<file path="src/hw/rtl/skf_pkg.sv">
// ----------------------------------------------------------------------------
// skf_pkg
// Shared types and constants of the scalar Kalman filter: register indexes
// of the control port and the one-hot sequencer states.
// ----------------------------------------------------------------------------
package skf_pkg;

   // control register port
   localparam int CSR_INDEX_WIDTH = 2;
   typedef logic [CSR_INDEX_WIDTH-1:0] csr_index_type;

   localparam csr_index_type CSR_PROCESS_NOISE = 2'd0;
   localparam csr_index_type CSR_MEASURE_NOISE = 2'd1;

   // sequencer states, one-hot
   typedef enum logic [4:0] {
      ST_IDLE = 5'b00001,
      ST_PREP = 5'b00010,
      ST_DIV  = 5'b00100,
      ST_MUL  = 5'b01000,
      ST_FIN  = 5'b10000
   } state_type;

endpackage

</file>
<file path="src/hw/rtl/skf_if.sv">
// ----------------------------------------------------------------------------
// skf_if
// Valid/ready channels of the scalar Kalman filter: sample input, estimate
// output and the control register write channel.
// ----------------------------------------------------------------------------

// sample channel
interface skf_req_if #(parameter int DATA_WIDTH = 32);
   logic                         valid;
   logic                         ready;
   logic signed [DATA_WIDTH-1:0] sample;

   modport source (output valid, output sample, input ready);
   modport sink   (input valid, input sample, output ready);
endinterface

// estimate channel
interface skf_rsp_if #(parameter int DATA_WIDTH = 32);
   logic                         valid;
   logic                         ready;
   logic signed [DATA_WIDTH-1:0] estimate;

   modport source (output valid, output estimate, input ready);
   modport sink   (input valid, input estimate, output ready);
endinterface

// control register write channel
interface skf_csr_if #(parameter int DATA_WIDTH = 32);
   logic                          valid;
   logic                          ready;
   logic [skf_pkg::CSR_INDEX_WIDTH-1:0] index;
   logic [DATA_WIDTH-1:0]         wdata;

   modport source (output valid, output index, output wdata, input ready);
   modport sink   (input valid, input index, input wdata, output ready);
endinterface

</file>
<file path="src/hw/rtl/skf_div.sv">
// ----------------------------------------------------------------------------
// skf_div
// Bit-serial restoring divider for the gain: quot = floor(num * 2^F / den),
// one quotient bit per cycle. A zero denominator gives zero, and num >= den
// saturates to all ones.
// ----------------------------------------------------------------------------
module skf_div #(
   parameter int DATA_WIDTH = 32,
   parameter int FRAC_BITS  = 16
) (
   input  logic                  clock,
   input  logic                  reset,
   input  logic                  start,
   input  logic [DATA_WIDTH-1:0] num,
   input  logic [DATA_WIDTH:0]   den,
   output logic                  done,
   output logic [FRAC_BITS-1:0]  quot
);

   localparam int CW = $clog2(FRAC_BITS);

   logic                  busy_ff, busy_in;
   logic                  done_ff, done_in;
   logic [CW-1:0]         cnt_ff, cnt_in;
   logic [DATA_WIDTH:0]   rem_ff, rem_in;
   logic [DATA_WIDTH:0]   den_ff, den_in;
   logic [FRAC_BITS-1:0]  q_ff, q_in;
   logic                  zero_ff, zero_in;
   logic                  sat_ff, sat_in;

   logic [DATA_WIDTH+1:0] rem2;
   logic [DATA_WIDTH+1:0] rem_sub;
   logic                  fits;
   logic                  last;

   // one restoring step
   assign rem2    = {rem_ff, 1'b0};
   assign rem_sub = rem2 - {1'b0, den_ff};
   assign fits    = rem2 >= {1'b0, den_ff};
   assign last    = cnt_ff == CW'(FRAC_BITS - 1);

   always_comb begin
      busy_in = busy_ff;
      done_in = 1'b0;
      cnt_in  = cnt_ff;
      rem_in  = rem_ff;
      den_in  = den_ff;
      q_in    = q_ff;
      zero_in = zero_ff;
      sat_in  = sat_ff;
      if (start) begin
         busy_in = 1'b1;
         cnt_in  = '0;
         rem_in  = {1'b0, num};
         den_in  = den;
         q_in    = '0;
         zero_in = den == '0;
         sat_in  = {1'b0, num} >= den;
      end else if (busy_ff) begin
         rem_in = fits ? rem_sub[DATA_WIDTH:0] : rem2[DATA_WIDTH:0];
         q_in   = {q_ff[FRAC_BITS-2:0], fits};
         cnt_in = cnt_ff + CW'(1);
         if (last) begin
            busy_in = 1'b0;
            done_in = 1'b1;
         end
      end
   end

   // control
   always_ff @(posedge clock) begin
      if (reset) begin
         busy_ff <= 1'b0;
         done_ff <= 1'b0;
      end else begin
         busy_ff <= busy_in;
         done_ff <= done_in;
      end
   end

   // datapath
   always_ff @(posedge clock) begin
      cnt_ff  <= cnt_in;
      rem_ff  <= rem_in;
      den_ff  <= den_in;
      q_ff    <= q_in;
      zero_ff <= zero_in;
      sat_ff  <= sat_in;
   end

   assign done = done_ff;
   assign quot = zero_ff ? '0 : (sat_ff ? '1 : q_ff);

endmodule

</file>
<file path="src/hw/rtl/skf_mul.sv">
// ----------------------------------------------------------------------------
// skf_mul
// Bit-serial shift-add multiplier: prod = floor(mcand * mplier / 2^F), one
// multiplier bit per cycle, LSB first. inexact flags a nonzero dropped part.
// ----------------------------------------------------------------------------
module skf_mul #(
   parameter int DATA_WIDTH = 32,
   parameter int FRAC_BITS  = 16
) (
   input  logic                  clock,
   input  logic                  reset,
   input  logic                  start,
   input  logic [DATA_WIDTH-1:0] mcand,
   input  logic [FRAC_BITS-1:0]  mplier,
   output logic                  done,
   output logic [DATA_WIDTH-1:0] prod,
   output logic                  inexact
);

   localparam int CW = $clog2(FRAC_BITS);

   logic                  busy_ff, busy_in;
   logic                  done_ff, done_in;
   logic [CW-1:0]         cnt_ff, cnt_in;
   logic [DATA_WIDTH-1:0] acc_ff, acc_in;
   logic [DATA_WIDTH-1:0] a_ff, a_in;
   logic [FRAC_BITS-1:0]  b_ff, b_in;
   logic                  sticky_ff, sticky_in;

   logic [DATA_WIDTH:0]   sum;
   logic                  last;

   // add the partial product, then halve
   assign sum  = {1'b0, acc_ff} + (b_ff[0] ? {1'b0, a_ff} : '0);
   assign last = cnt_ff == CW'(FRAC_BITS - 1);

   always_comb begin
      busy_in   = busy_ff;
      done_in   = 1'b0;
      cnt_in    = cnt_ff;
      acc_in    = acc_ff;
      a_in      = a_ff;
      b_in      = b_ff;
      sticky_in = sticky_ff;
      if (start) begin
         busy_in   = 1'b1;
         cnt_in    = '0;
         acc_in    = '0;
         a_in      = mcand;
         b_in      = mplier;
         sticky_in = 1'b0;
      end else if (busy_ff) begin
         acc_in    = sum[DATA_WIDTH:1];
         sticky_in = sticky_ff | sum[0];
         b_in      = b_ff >> 1;
         cnt_in    = cnt_ff + CW'(1);
         if (last) begin
            busy_in = 1'b0;
            done_in = 1'b1;
         end
      end
   end

   // control
   always_ff @(posedge clock) begin
      if (reset) begin
         busy_ff <= 1'b0;
         done_ff <= 1'b0;
      end else begin
         busy_ff <= busy_in;
         done_ff <= done_in;
      end
   end

   // datapath
   always_ff @(posedge clock) begin
      cnt_ff    <= cnt_in;
      acc_ff    <= acc_in;
      a_ff      <= a_in;
      b_ff      <= b_in;
      sticky_ff <= sticky_in;
   end

   assign done    = done_ff;
   assign prod    = acc_ff;
   assign inexact = sticky_ff;

endmodule

</file>
<file path="src/hw/rtl/scalar_kalman_filter.sv">
// A sample is taken only in the idle state, so a new one is accepted only after
// the previous estimate has been loaded into the output register. Each sample
// passes through the bit-serial gain divider and then the bit-serial
// multipliers, one bit per cycle each.
// A finished estimate waits in the output register while the next runs.
// Reset (synchronous, active high) clears estimate, covariance and noise regs.
// ----------------------------------------------------------------------------
// scalar_kalman_filter
// First-order scalar Kalman filter in fixed point: covariance predict with
// saturation, gain P/(P+R) by a serial divider, estimate and covariance
// update by two serial multipliers.
// ----------------------------------------------------------------------------
module scalar_kalman_filter #(
   parameter int DATA_WIDTH = 32,
   parameter int FRAC_BITS  = 16
) (
   input  logic     clock,
   input  logic     reset,
   skf_req_if.sink  req_bus,
   skf_rsp_if.source rsp_bus,
   skf_csr_if.sink  csr_bus
);

   localparam int W = DATA_WIDTH;

   skf_pkg::state_type state_ff, state_in;

   logic [W-1:0]   q_ff, q_in;
   logic [W-1:0]   r_ff, r_in;
   logic [W-1:0]   x_ff, x_in;
   logic [W-1:0]   p_ff, p_in;
   logic [W-1:0]   pm_ff, pm_in;
   logic [W:0]     diff_ff, diff_in;
   logic [W-1:0]   mag_ff, mag_in;
   logic           neg_ff, neg_in;
   logic           out_valid_ff, out_valid_in;
   logic [W-1:0]   out_est_ff, out_est_in;

   logic           req_take;
   logic           out_load;
   logic [W:0]     sum_pq;
   logic [W:0]     den;
   logic [W:0]     neg_diff;
   logic           div_start;
   logic           div_done;
   logic [FRAC_BITS-1:0] gain;
   logic           mul_start;
   logic           mstep_done, mcov_done;
   logic [W-1:0]   step, cstep;
   logic           step_inx, cstep_inx;
   logic [W-1:0]   x_next, p_next;

   // handshakes
   assign req_take      = req_bus.valid && req_bus.ready;
   assign req_bus.ready = state_ff == skf_pkg::ST_IDLE;
   assign csr_bus.ready = 1'b1;
   assign rsp_bus.valid    = out_valid_ff;
   assign rsp_bus.estimate = out_est_ff;
   assign out_load = (state_ff == skf_pkg::ST_FIN) && (!out_valid_ff || rsp_bus.ready);

   // predict: covariance plus process noise, saturating; innovation
   assign sum_pq  = {1'b0, p_ff} + {1'b0, q_ff};
   assign diff_in = {req_bus.sample[W-1], req_bus.sample} - {x_ff[W-1], x_ff};

   // gain denominator and innovation magnitude
   assign den      = {1'b0, pm_ff} + {1'b0, r_ff};
   assign neg_diff = (W+1)'(0) - diff_ff;

   assign div_start = state_ff == skf_pkg::ST_PREP;
   assign mul_start = (state_ff == skf_pkg::ST_DIV) && div_done;

   // update: floor on the negative side adds one when bits were dropped
   assign x_next = neg_ff ? (x_ff - step - W'(step_inx)) : (x_ff + step);
   assign p_next = pm_ff - cstep - W'(cstep_inx);

   always_comb begin
      state_in     = state_ff;
      q_in         = q_ff;
      r_in         = r_ff;
      x_in         = x_ff;
      p_in         = p_ff;
      pm_in        = pm_ff;
      mag_in       = mag_ff;
      neg_in       = neg_ff;
      out_valid_in = out_valid_ff;
      out_est_in   = out_est_ff;

      // register writes
      if (csr_bus.valid) begin
         case (csr_bus.index)
            skf_pkg::CSR_PROCESS_NOISE: q_in = csr_bus.wdata;
            skf_pkg::CSR_MEASURE_NOISE: r_in = csr_bus.wdata;
            default: ;
         endcase
      end

      if (rsp_bus.ready) begin
         out_valid_in = 1'b0;
      end

      case (state_ff)
         skf_pkg::ST_IDLE: begin
            if (req_take) begin
               pm_in    = sum_pq[W] ? '1 : sum_pq[W-1:0];
               state_in = skf_pkg::ST_PREP;
            end
         end
         skf_pkg::ST_PREP: begin
            neg_in   = diff_ff[W];
            mag_in   = diff_ff[W] ? neg_diff[W-1:0] : diff_ff[W-1:0];
            state_in = skf_pkg::ST_DIV;
         end
         skf_pkg::ST_DIV: begin
            if (div_done) begin
               state_in = skf_pkg::ST_MUL;
            end
         end
         skf_pkg::ST_MUL: begin
            if (mstep_done) begin
               state_in = skf_pkg::ST_FIN;
            end
         end
         skf_pkg::ST_FIN: begin
            if (out_load) begin
               x_in         = x_next;
               p_in         = p_next;
               out_valid_in = 1'b1;
               out_est_in   = x_next;
               state_in     = skf_pkg::ST_IDLE;
            end
         end
         default: begin
            state_in = skf_pkg::ST_IDLE;
         end
      endcase
   end

   // control and filter state
   always_ff @(posedge clock) begin
      if (reset) begin
         state_ff     <= skf_pkg::ST_IDLE;
         q_ff         <= '0;
         r_ff         <= '0;
         x_ff         <= '0;
         p_ff         <= '0;
         out_valid_ff <= 1'b0;
      end else begin
         state_ff     <= state_in;
         q_ff         <= q_in;
         r_ff         <= r_in;
         x_ff         <= x_in;
         p_ff         <= p_in;
         out_valid_ff <= out_valid_in;
      end
   end

   // per-transaction datapath
   always_ff @(posedge clock) begin
      pm_ff      <= pm_in;
      mag_ff     <= mag_in;
      neg_ff     <= neg_in;
      out_est_ff <= out_est_in;
      if (req_take) begin
         diff_ff <= diff_in;
      end
   end

   // gain = Pm / (Pm + R) in Q0.F
   skf_div #(
      .DATA_WIDTH (DATA_WIDTH),
      .FRAC_BITS  (FRAC_BITS)
   ) u_div (
      .clock (clock),
      .reset (reset),
      .start (div_start),
      .num   (pm_ff),
      .den   (den),
      .done  (div_done),
      .quot  (gain)
   );

   // estimate step = gain * |z - x|
   skf_mul #(
      .DATA_WIDTH (DATA_WIDTH),
      .FRAC_BITS  (FRAC_BITS)
   ) u_mul_step (
      .clock   (clock),
      .reset   (reset),
      .start   (mul_start),
      .mcand   (mag_ff),
      .mplier  (gain),
      .done    (mstep_done),
      .prod    (step),
      .inexact (step_inx)
   );

   // covariance reduction = gain * Pm
   skf_mul #(
      .DATA_WIDTH (DATA_WIDTH),
      .FRAC_BITS  (FRAC_BITS)
   ) u_mul_cov (
      .clock   (clock),
      .reset   (reset),
      .start   (mul_start),
      .mcand   (pm_ff),
      .mplier  (gain),
      .done    (mcov_done),
      .prod    (cstep),
      .inexact (cstep_inx)
   );

   // checks
   a_div_done_in_div: assert property (@(posedge clock) disable iff (reset)
      div_done |-> state_ff == skf_pkg::ST_DIV)
      else $error("divider finished outside its phase");

   a_mul_done_in_mul: assert property (@(posedge clock) disable iff (reset)
      mstep_done |-> state_ff == skf_pkg::ST_MUL)
      else $error("multiplier finished outside its phase");

   a_mul_in_lockstep: assert property (@(posedge clock) disable iff (reset)
      mstep_done == mcov_done)
      else $error("multipliers out of step");

   a_fin_loads_output: assert property (@(posedge clock) disable iff (reset)
      (state_ff == skf_pkg::ST_FIN) && (!out_valid_ff || rsp_bus.ready)
      |=> rsp_bus.valid && (state_ff == skf_pkg::ST_IDLE))
      else $error("finished transaction not delivered");

endmodule

</file>
<file path="src/flat_wrapper.sv">
// flat-port wrapper written by rule: the top's interface ports become plain ports
module scalar_kalman_filter_flat 
#(
   parameter int DATA_WIDTH = 32,
   parameter int FRAC_BITS  = 16
)
  (clock, reset, req_bus_valid, req_bus_sample, req_bus_ready, rsp_bus_valid, rsp_bus_estimate, rsp_bus_ready, csr_bus_valid, csr_bus_index, csr_bus_wdata, csr_bus_ready);
  skf_req_if #(.DATA_WIDTH(DATA_WIDTH)) req_bus_i ();
  skf_rsp_if #(.DATA_WIDTH(DATA_WIDTH)) rsp_bus_i ();
  skf_csr_if #(.DATA_WIDTH(DATA_WIDTH)) csr_bus_i ();
  input  logic clock;
  input  logic reset;
  input wire logic [$bits(req_bus_i.valid)-1:0] req_bus_valid;
  input wire logic [$bits(req_bus_i.sample)-1:0] req_bus_sample;
  output wire logic [$bits(req_bus_i.ready)-1:0] req_bus_ready;
  output wire logic [$bits(rsp_bus_i.valid)-1:0] rsp_bus_valid;
  output wire logic [$bits(rsp_bus_i.estimate)-1:0] rsp_bus_estimate;
  input wire logic [$bits(rsp_bus_i.ready)-1:0] rsp_bus_ready;
  input wire logic [$bits(csr_bus_i.valid)-1:0] csr_bus_valid;
  input wire logic [$bits(csr_bus_i.index)-1:0] csr_bus_index;
  input wire logic [$bits(csr_bus_i.wdata)-1:0] csr_bus_wdata;
  output wire logic [$bits(csr_bus_i.ready)-1:0] csr_bus_ready;
  assign req_bus_i.valid = req_bus_valid;
  assign req_bus_i.sample = req_bus_sample;
  assign req_bus_ready = req_bus_i.ready;
  assign rsp_bus_valid = rsp_bus_i.valid;
  assign rsp_bus_estimate = rsp_bus_i.estimate;
  assign rsp_bus_i.ready = rsp_bus_ready;
  assign csr_bus_i.valid = csr_bus_valid;
  assign csr_bus_i.index = csr_bus_index;
  assign csr_bus_i.wdata = csr_bus_wdata;
  assign csr_bus_ready = csr_bus_i.ready;
  scalar_kalman_filter #(.DATA_WIDTH(DATA_WIDTH), .FRAC_BITS(FRAC_BITS)) u_core (.clock(clock), .reset(reset), .req_bus(req_bus_i), .rsp_bus(rsp_bus_i), .csr_bus(csr_bus_i));
endmodule
</file>
<file path="config.mk">
export PLATFORM = sky130hd
export DESIGN_NAME = scalar_kalman_filter_flat
export DESIGN_NICKNAME = d
export VERILOG_FILES = /design/src/hw/rtl/skf_pkg.sv /design/src/hw/rtl/skf_if.sv /design/src/hw/rtl/skf_div.sv /design/src/hw/rtl/skf_mul.sv /design/src/hw/rtl/scalar_kalman_filter.sv /design/src/flat_wrapper.sv
export SDC_FILE = /design/constraint.sdc
export NUM_CORES = 2
export LEC_CHECK = 0
export BUFFER_PORTS_ARGS = -buffer_cell sky130_fd_sc_hd__buf_2
export CORE_ASPECT_RATIO = 1.1
export CORE_UTILIZATION = 60
export CTS_CLUSTER_DIAMETER = 30
export DETAILED_ROUTE_END_ITERATION = 6
export MAX_ROUTING_LAYER = met4
export PLACE_DENSITY = 0.77
export SYNTH_ARGS = -nofsm -noshare
export SYNTH_HDL_FRONTEND = slang
export SYNTH_SLANG_ARGS = --single-unit
</file>
<file path="constraint.sdc">
create_clock -name clock -period 8.44 [get_ports clock]
set_input_delay 1.688 -clock clock [delete_from_list [all_inputs] [get_ports clock]]
set_output_delay 1.688 -clock clock [all_outputs]
set_load 0.01 [all_outputs]
</file>
======== Yosys cells after proc, flatten, opt, wreduce, memory -nomap -nowiden ========
Index checks and enable logic that the tools add are counted.
storage, ports and cells
  register bits after elaboration ......... 527
  RAM bits ................................ 0
  output and inout bits ................... 35
  memories kept ........................... 0
  bits in read-only memories .............. 0
  input bits .............................. 71
  word-level logic and storage cells ...... 116
  latch bits .............................. 0
cells by class
  add/sub/neg operators ................... 15
  divide/modulo/power cells ............... 0
  multiplexer cells ....................... 32
  shift-type cells ........................ 0
  order comparisons ....................... 2
  eq/ne operators ......................... 13
  reductions and logical operators ........ 17
  $mul .................................... 0
  bitwise gates (word level) .............. 4
operator list
  operator                 number
  $mux W32                 6
  $mux W16                 6
  $add A32 B32 Y33         2
  $add A32 B33 Y33         2
  $sub A32 B1 Y32          2
  $sub A32 B32 Y32         2
  $ge A34 B33 Y1           1
  $ge A32 B33 Y1           1
  $logic_not A33 Y1        1
  $mux W33                 1
  $sub A32 B32 Y33         1
  $sub A33 B33 Y33         1
  $add A32 B32 Y32         1
  $sub A1 B32 Y32 const A  1
  $pmux W5 S5              1
  $mux W5                  4
  $mux W1                  14
  $add A4 B1 Y4 const B    3
  $eq A4 B4 Y1 const B     3
  $reduce_and A2 Y1        4
  $ne A2 B2 Y1 const B     3
  $reduce_bool A2 Y1       3
  $reduce_or A3 Y1         2
  $eq A5 B1 Y1 const B     1
  13 further kinds         17

======== Logic depth before layout (Yosys ltp) ========
  word-level depth ........................ 5
  gate-level depth with buffers ........... 22
  gate-level depth less buffers ........... 22

======== Cells and area by module ========
From an unflattened synthesis, not the netlist that was laid out.
unflattened totals
  cell total of the unflattened synthesis .. 4130
  area, all modules ....................... 37250.7 µm²
modules (own cells, without submodules)
  module                        cells each  times used  area each (µm²)
  scalar_kalman_filter          2441        1           20584.7
  skf_div                       684         1           6583.8
  skf_mul at u_core.u_mul_cov   507         1           5084.9
  skf_mul at u_core.u_mul_step  498         1           4997.3

======== Least setup slack after synthesis ========
OpenSTA, ideal clock, no wires.
  path kind ............................... input port to flip-flop
  start ................................... input req_bus_sample[0]
  end ..................................... register u_core.diff_ff[32], data pin
  slack ................................... 4127 ps
  library setup time ...................... 264 ps
  arrival time ............................ 4049 ps
  cell stages on the path ................. 14
  data required time ...................... 8176 ps
  cells stage by stage .................... inv_1 > ha_1 > fa_1 > nand2b_1 > a21boi_0 > o21ai_0 > a31o_2 > o21ai_0 > a21oi_1 > o211a_1 > o21bai_1 > nor2_1 > o211ai_1 > o21ai_0
between the ends
  word-level cells in the longest chain between the ends .. 1
RTL lines
  item                    line                         RTL
  start, declared         flat_wrapper.sv:14           input wire logic [$bits(req_bus_i.sample)-1:0] req_bus_sample;
  $sub A32 B32 Y33        scalar_kalman_filter.sv:63   assign diff_in = {req_bus.sample[W-1], req_bus.sample} - {x_ff[W-1], x_ff};
  net u_core.diff_in[32]  scalar_kalman_filter.sv:33   logic [W:0] diff_ff, diff_in;
  end signal, assigned    scalar_kalman_filter.sv:164  diff_ff <= diff_in;
  end, declared           scalar_kalman_filter.sv:33
The timed path passes the listed nets, and every way through them passes these cells.
A chain may end at the register's enable or synchronous reset.

======== Worst setup path in the final report ========
  start ................................... register u_core.pm_ff[0]
  end ..................................... register u_core.u_div.sat_ff, data pin
between the ends
  word-level cells in the longest chain between the ends .. 2
RTL lines
  item                    line                         RTL
  start, declared         scalar_kalman_filter.sv:32   logic [W-1:0] pm_ff, pm_in;
  start signal, assigned  scalar_kalman_filter.sv:159  pm_ff <= pm_in;
  $add A32 B32 Y33        scalar_kalman_filter.sv:66   assign den = {1'b0, pm_ff} + {1'b0, r_ff};
  net u_core.den[18]      scalar_kalman_filter.sv:42   logic [W:0] den;
  $ge A32 B33 Y1          skf_div.sv:58                sat_in = {1'b0, num} >= den;
  end signal, assigned    skf_div.sv:88                sat_ff <= sat_in;
  end, declared           skf_div.sv:29                logic sat_ff, sat_in;
The timed path passes the listed nets, and every way through them passes these cells.

==> impl_metrics.tcl <==
set metrics [dict create \
    core_sq_um 58760 \
    crit_slowest_cell "a211oi_1" \
    netlist_instances 3999 \
    skew_ns 0.02513 \
    num_io_pins 106 \
    synth_fp_nets 4461 \
    portBuffers 104 \
    crit_path_start "u_core.pm_ff[0]" \
    cts-root-buf "clkbuf_16" \
    met2_usage_pct 49.03 \
    drc 0 \
    ant_nets 0 \
    fin_ws_ns 3.818 \
    critPathCapture "u_core.u_div.sat_ff" \
    setup_tns_ns 0 \
    postCtsHoldBufs 0 \
    crit_family "compound AO/OA/AOI/OAI gates" \
    num-nets-final 4574 \
    worst-path-buf-inv 2 \
    critPathKind "reg2reg" \
    final_design_area_no_fill_sq_um 40730 \
    status "finished clean" \
    drt-pass1-iter-count 5 \
    ys_ff_latch 527 \
    grt_antenna_before_repair 1 \
    clock-sinks 527 \
    drive_gt1_share_pct 9.078 \
    tightest_slew_ns 1.181 \
    drt_iter0_markers 2339 \
    area_growth_pct 13.94 \
    cp-start-kind "flip-flop" \
    path_cells "ha_1, inv_1, fa_1, nor2b_1, o31a_1, o21ai_2, a211oi_1, o21bai_1, a211oi_1, inv_1, ha_1, a21o_1, a21oi_1, nor2b_1, o21ai_0, nand2b_1, a21oi_1, nor2b_1, o21ai_0, nand2_1, o21ai_0, a31oi_1" \
    synth_top_cell_area_share_pct 24.61 \
    syn_area_per_cell_sq_um 8.939 \
    syn_area_sq_um 35750 \
    vias 29530 \
    synth_top_cell_by_area "edfxtp_1" \
    gr-total-overflow 0 \
    synth_edf_count 293 \
    async_reset_ff_share_pct 0 \
    synth_warnings 0 \
    min_period_ns 4.622 \
    cts_tree "yes" \
    wl_per_cell_um 18.68 \
    met1_usage_pct 39.41 \
    place_area_sq_um 36910 \
    drt_wl_total_mm 92.81 \
    die_h_um 258 \
    grt_pass1_wl_mm 146.8 \
    cellLeakagePower_nw 17.49 \
    start_util_pct 60.83 \
    synth_ff_type "edfxtp_1" \
    post_synth_num_cell_types 102 \
    crit_required_ns 8.82 \
    fin_hold_ws_ns 0.4142 \
    ctsResizeCount 0 \
    die-area_sq_um 60560 \
    peakVddDrop_mv 0.3036 \
    post-dp-hpwl_mm 67.59 \
    vias_per_cell 5.944 \
    worst-path-max-fanout 5 \
    crit_cells 22 \
    rr_endpoint "u_core.u_div.sat_ff" \
    synthTopCellsByArea "edfxtp_1 25%, ha_1 13%, dfxtp_1 13%, a21oi_1 5.3%, nand2_1 4.8%" \
    postCtsSetupBuffers 0 \
    worst_r2r_path_depth 22 \
    min_path_type "reg2reg" \
    ff2ff_setup_slack_ns 3.82 \
    grt_busiest_layer "met2" \
    place_congestion 0.9632 \
    setup_violations 0 \
    power_density_nw_per_um2 254.3 \
    max_freq_mhz 216.4 \
    worst_ep_arrival_time_ns 5.00 \
    chipWidth_um 234.7 \
    finish.utilization_pct 69.31 \
    period_share_pct 54.76 \
    pre_cts_slack_ns 3.405 \
    slew_violations 0 \
    cts_max_level 3 \
    r2r_start "u_core.pm_ff[0]" \
    clock_latency_ns 0.66 \
    cts_inserted_buffers 111 \
    hold_viol 0 \
    critPathCaptureType "flip-flop" \
    timing.slew.headroom_pct 21.27 \
    clockBufferDepth 3 \
    grt_pass1_vias 27910 \
    grt_setup_unrepaired "no" \
    cts.clk_slew.worst_paths_ns 0.05 \
    grt_max_degree 87 \
    synth_seq_area_share_pct 37.72 \
    cpPeakStageDelay_ns 0.58 \
    grt_usage_pct 31.10 \
    core.rowCount 93 \
    max_cap_violations 0 \
    globalRouteMet3Util_pct 4.906 \
]
-- cell type report --
class | instances | area [sq um]
clock inverter | 76 | 854.6
inverter | 332 | 1252
fill | 4504 | 18030
sequential | 527 | 13490
tap | 760 | 950.9
antenna | 1 | 2.502
timing repair buffer | 123 | 665.6
multi-input combinational | 3017 | 20550
clock buffer | 133 | 2965
-- cell families (layout without fill, tap and decap cells) --
family                   Yosys count  after routing  share of synthesized area [%]
buffers and inverters            455            664                          4.879
other                              1              2                        0.01049
multiplexers                      84             84                          2.373
AND/OR/NAND/NOR                 1247           1247                          16.24
AO/OA/AOI/OAI                   1032           1032                          18.42
flip-flops                       527            527                          37.72
adder cells (fa/ha/maj)          391            391                          13.92
XOR/XNOR                         262            262                          6.440
-- cells in the final DEF, fill, tap and decap left out, types with 13 or more instances in the layout --
cell        count
nor2_1        330
and3_1         29
edfxtp_1      293
nand2b_1       55
a31oi_1        28
mux2i_1        81
clkinv_4       14
nor3_1         57
o31ai_1        20
xor2_1         79
nor2b_1        36
o21ai_1        15
clkinvlp_4     21
nand3_1        76
dfxtp_1       232
o21ai_0       176
o211ai_1       16
bufinv_16      13
a21o_1        111
a211oi_1       52
buf_2         103
clkinv_2       20
inv_1         329
o21a_1         45
and2_1         75
nand3b_1       16
o21bai_1       40
xnor2_1       182
a21oi_1       379
clkbuf_16     115
or3_1          27
clkbuf_1       16
nand4_1        30
buf_4          20
nand2_1       455
ha_1          380
-- per-layer routing --
metal  vias to the layer above  part of all wire [%]
met5                         -                     0
met4                         0                   4.3
met1                     13920                    44
li1                      14420                     -
met3                       235                   6.4
met2                       961                    46
-- registers in the layout, summed over array words and instances, names as in the netlist, 4 cells and up --
name and flops:
u_core.u_mul_step.cnt_ff 4, u_core.u_mul_cov.prod 32, u_core.u_mul_step.b_ff 16, u_core.u_mul_cov.b_ff 16, u_core.p_ff 32, u_core.u_mul_cov.cnt_ff 4, u_core.u_div.den_ff 33, u_core.u_mul_step.a_ff 32
u_core.u_div.rem_ff 33, u_core.q_ff 32, u_core.diff_ff 33, u_core.rsp_bus.estimate 32, u_core.u_div.cnt_ff 4, u_core.r_ff 32, u_core.x_ff 32, u_core.mag_ff 32
u_core.u_div.q_ff 16, u_core.u_mul_cov.a_ff 32, u_core.u_mul_step.prod 32, u_core.state_ff 5, u_core.pm_ff 32
-- worst register-to-register path, delay by kind of cell, from the launching register on --
| family | cells | cell delay (ns) |
|---|---|---|
| AO/OA/AOI/OAI | 12 | 2.29 |
| adder cells (fa/ha/maj) | 3 | 0.98 |
| flip-flops | 1 | 0.46 |
| AND/OR/NAND/NOR | 5 | 0.43 |
| buffers and inverters | 2 | 0.19 |
-- power breakdown --
group | internal (mW) | switching, mW
registers | 3.11 | 0.229
logic | 0.999 | 1.63
clock network | 2.91 | 1.47
-- through the flow --
stage / total power, mW / std cells
2_1_floorplan: 5.231 / 3999
6_report: 10.36 / 4969
3_3_place_gp: 5.891 / 4759
5_1_grt: 10.80 / 4969
3_5_place_dp: 5.932 / 4759
4_1_cts: 10.35 / 4968
-- worst min-delay path by stage --
stage,start,end,cells after the start,slack (ns)
detailed placement,u_core.mag_ff[31],u_core.u_mul_step.a_ff[31],0,0.40
CTS,u_core.mag_ff[31],u_core.u_mul_step.a_ff[31],0,0.42
global route,u_core.mag_ff[11],u_core.u_mul_step.a_ff[11],0,0.42
floorplan,u_core.mag_ff[0],u_core.u_mul_step.a_ff[0],0,0.40
finish,u_core.mag_ff[5],u_core.u_mul_step.a_ff[5],0,0.41
global placement,u_core.mag_ff[27],u_core.u_mul_step.a_ff[27],0,0.40
-- Yosys cell counts (10+ instances only) --
cell type	instances
a21o_1	111
a211oi_1	52
nor2_1	330
o21ai_0	176
edfxtp_1	293
o21ai_1	15
or2_2	10
xor2_1	79
or3_1	27
a31oi_1	29
xnor2_1	182
a21oi_1	379
nor4_1	10
fa_1	11
and3_1	29
nor3_1	57
mux2i_1	81
and2_1	76
nor2b_1	36
clkbuf_1	104
ha_1	380
o41ai_1	10
nand3_1	76
nand2_1	456
o31ai_1	20
o21a_1	45
nand3b_1	16
inv_1	329
o21bai_1	40
nand2b_1	56
a211o_1	11
dfxtp_1	234
o211ai_1	16
nand4_1	30
a21boi_0	11
(Power assumes the default switching activity.)
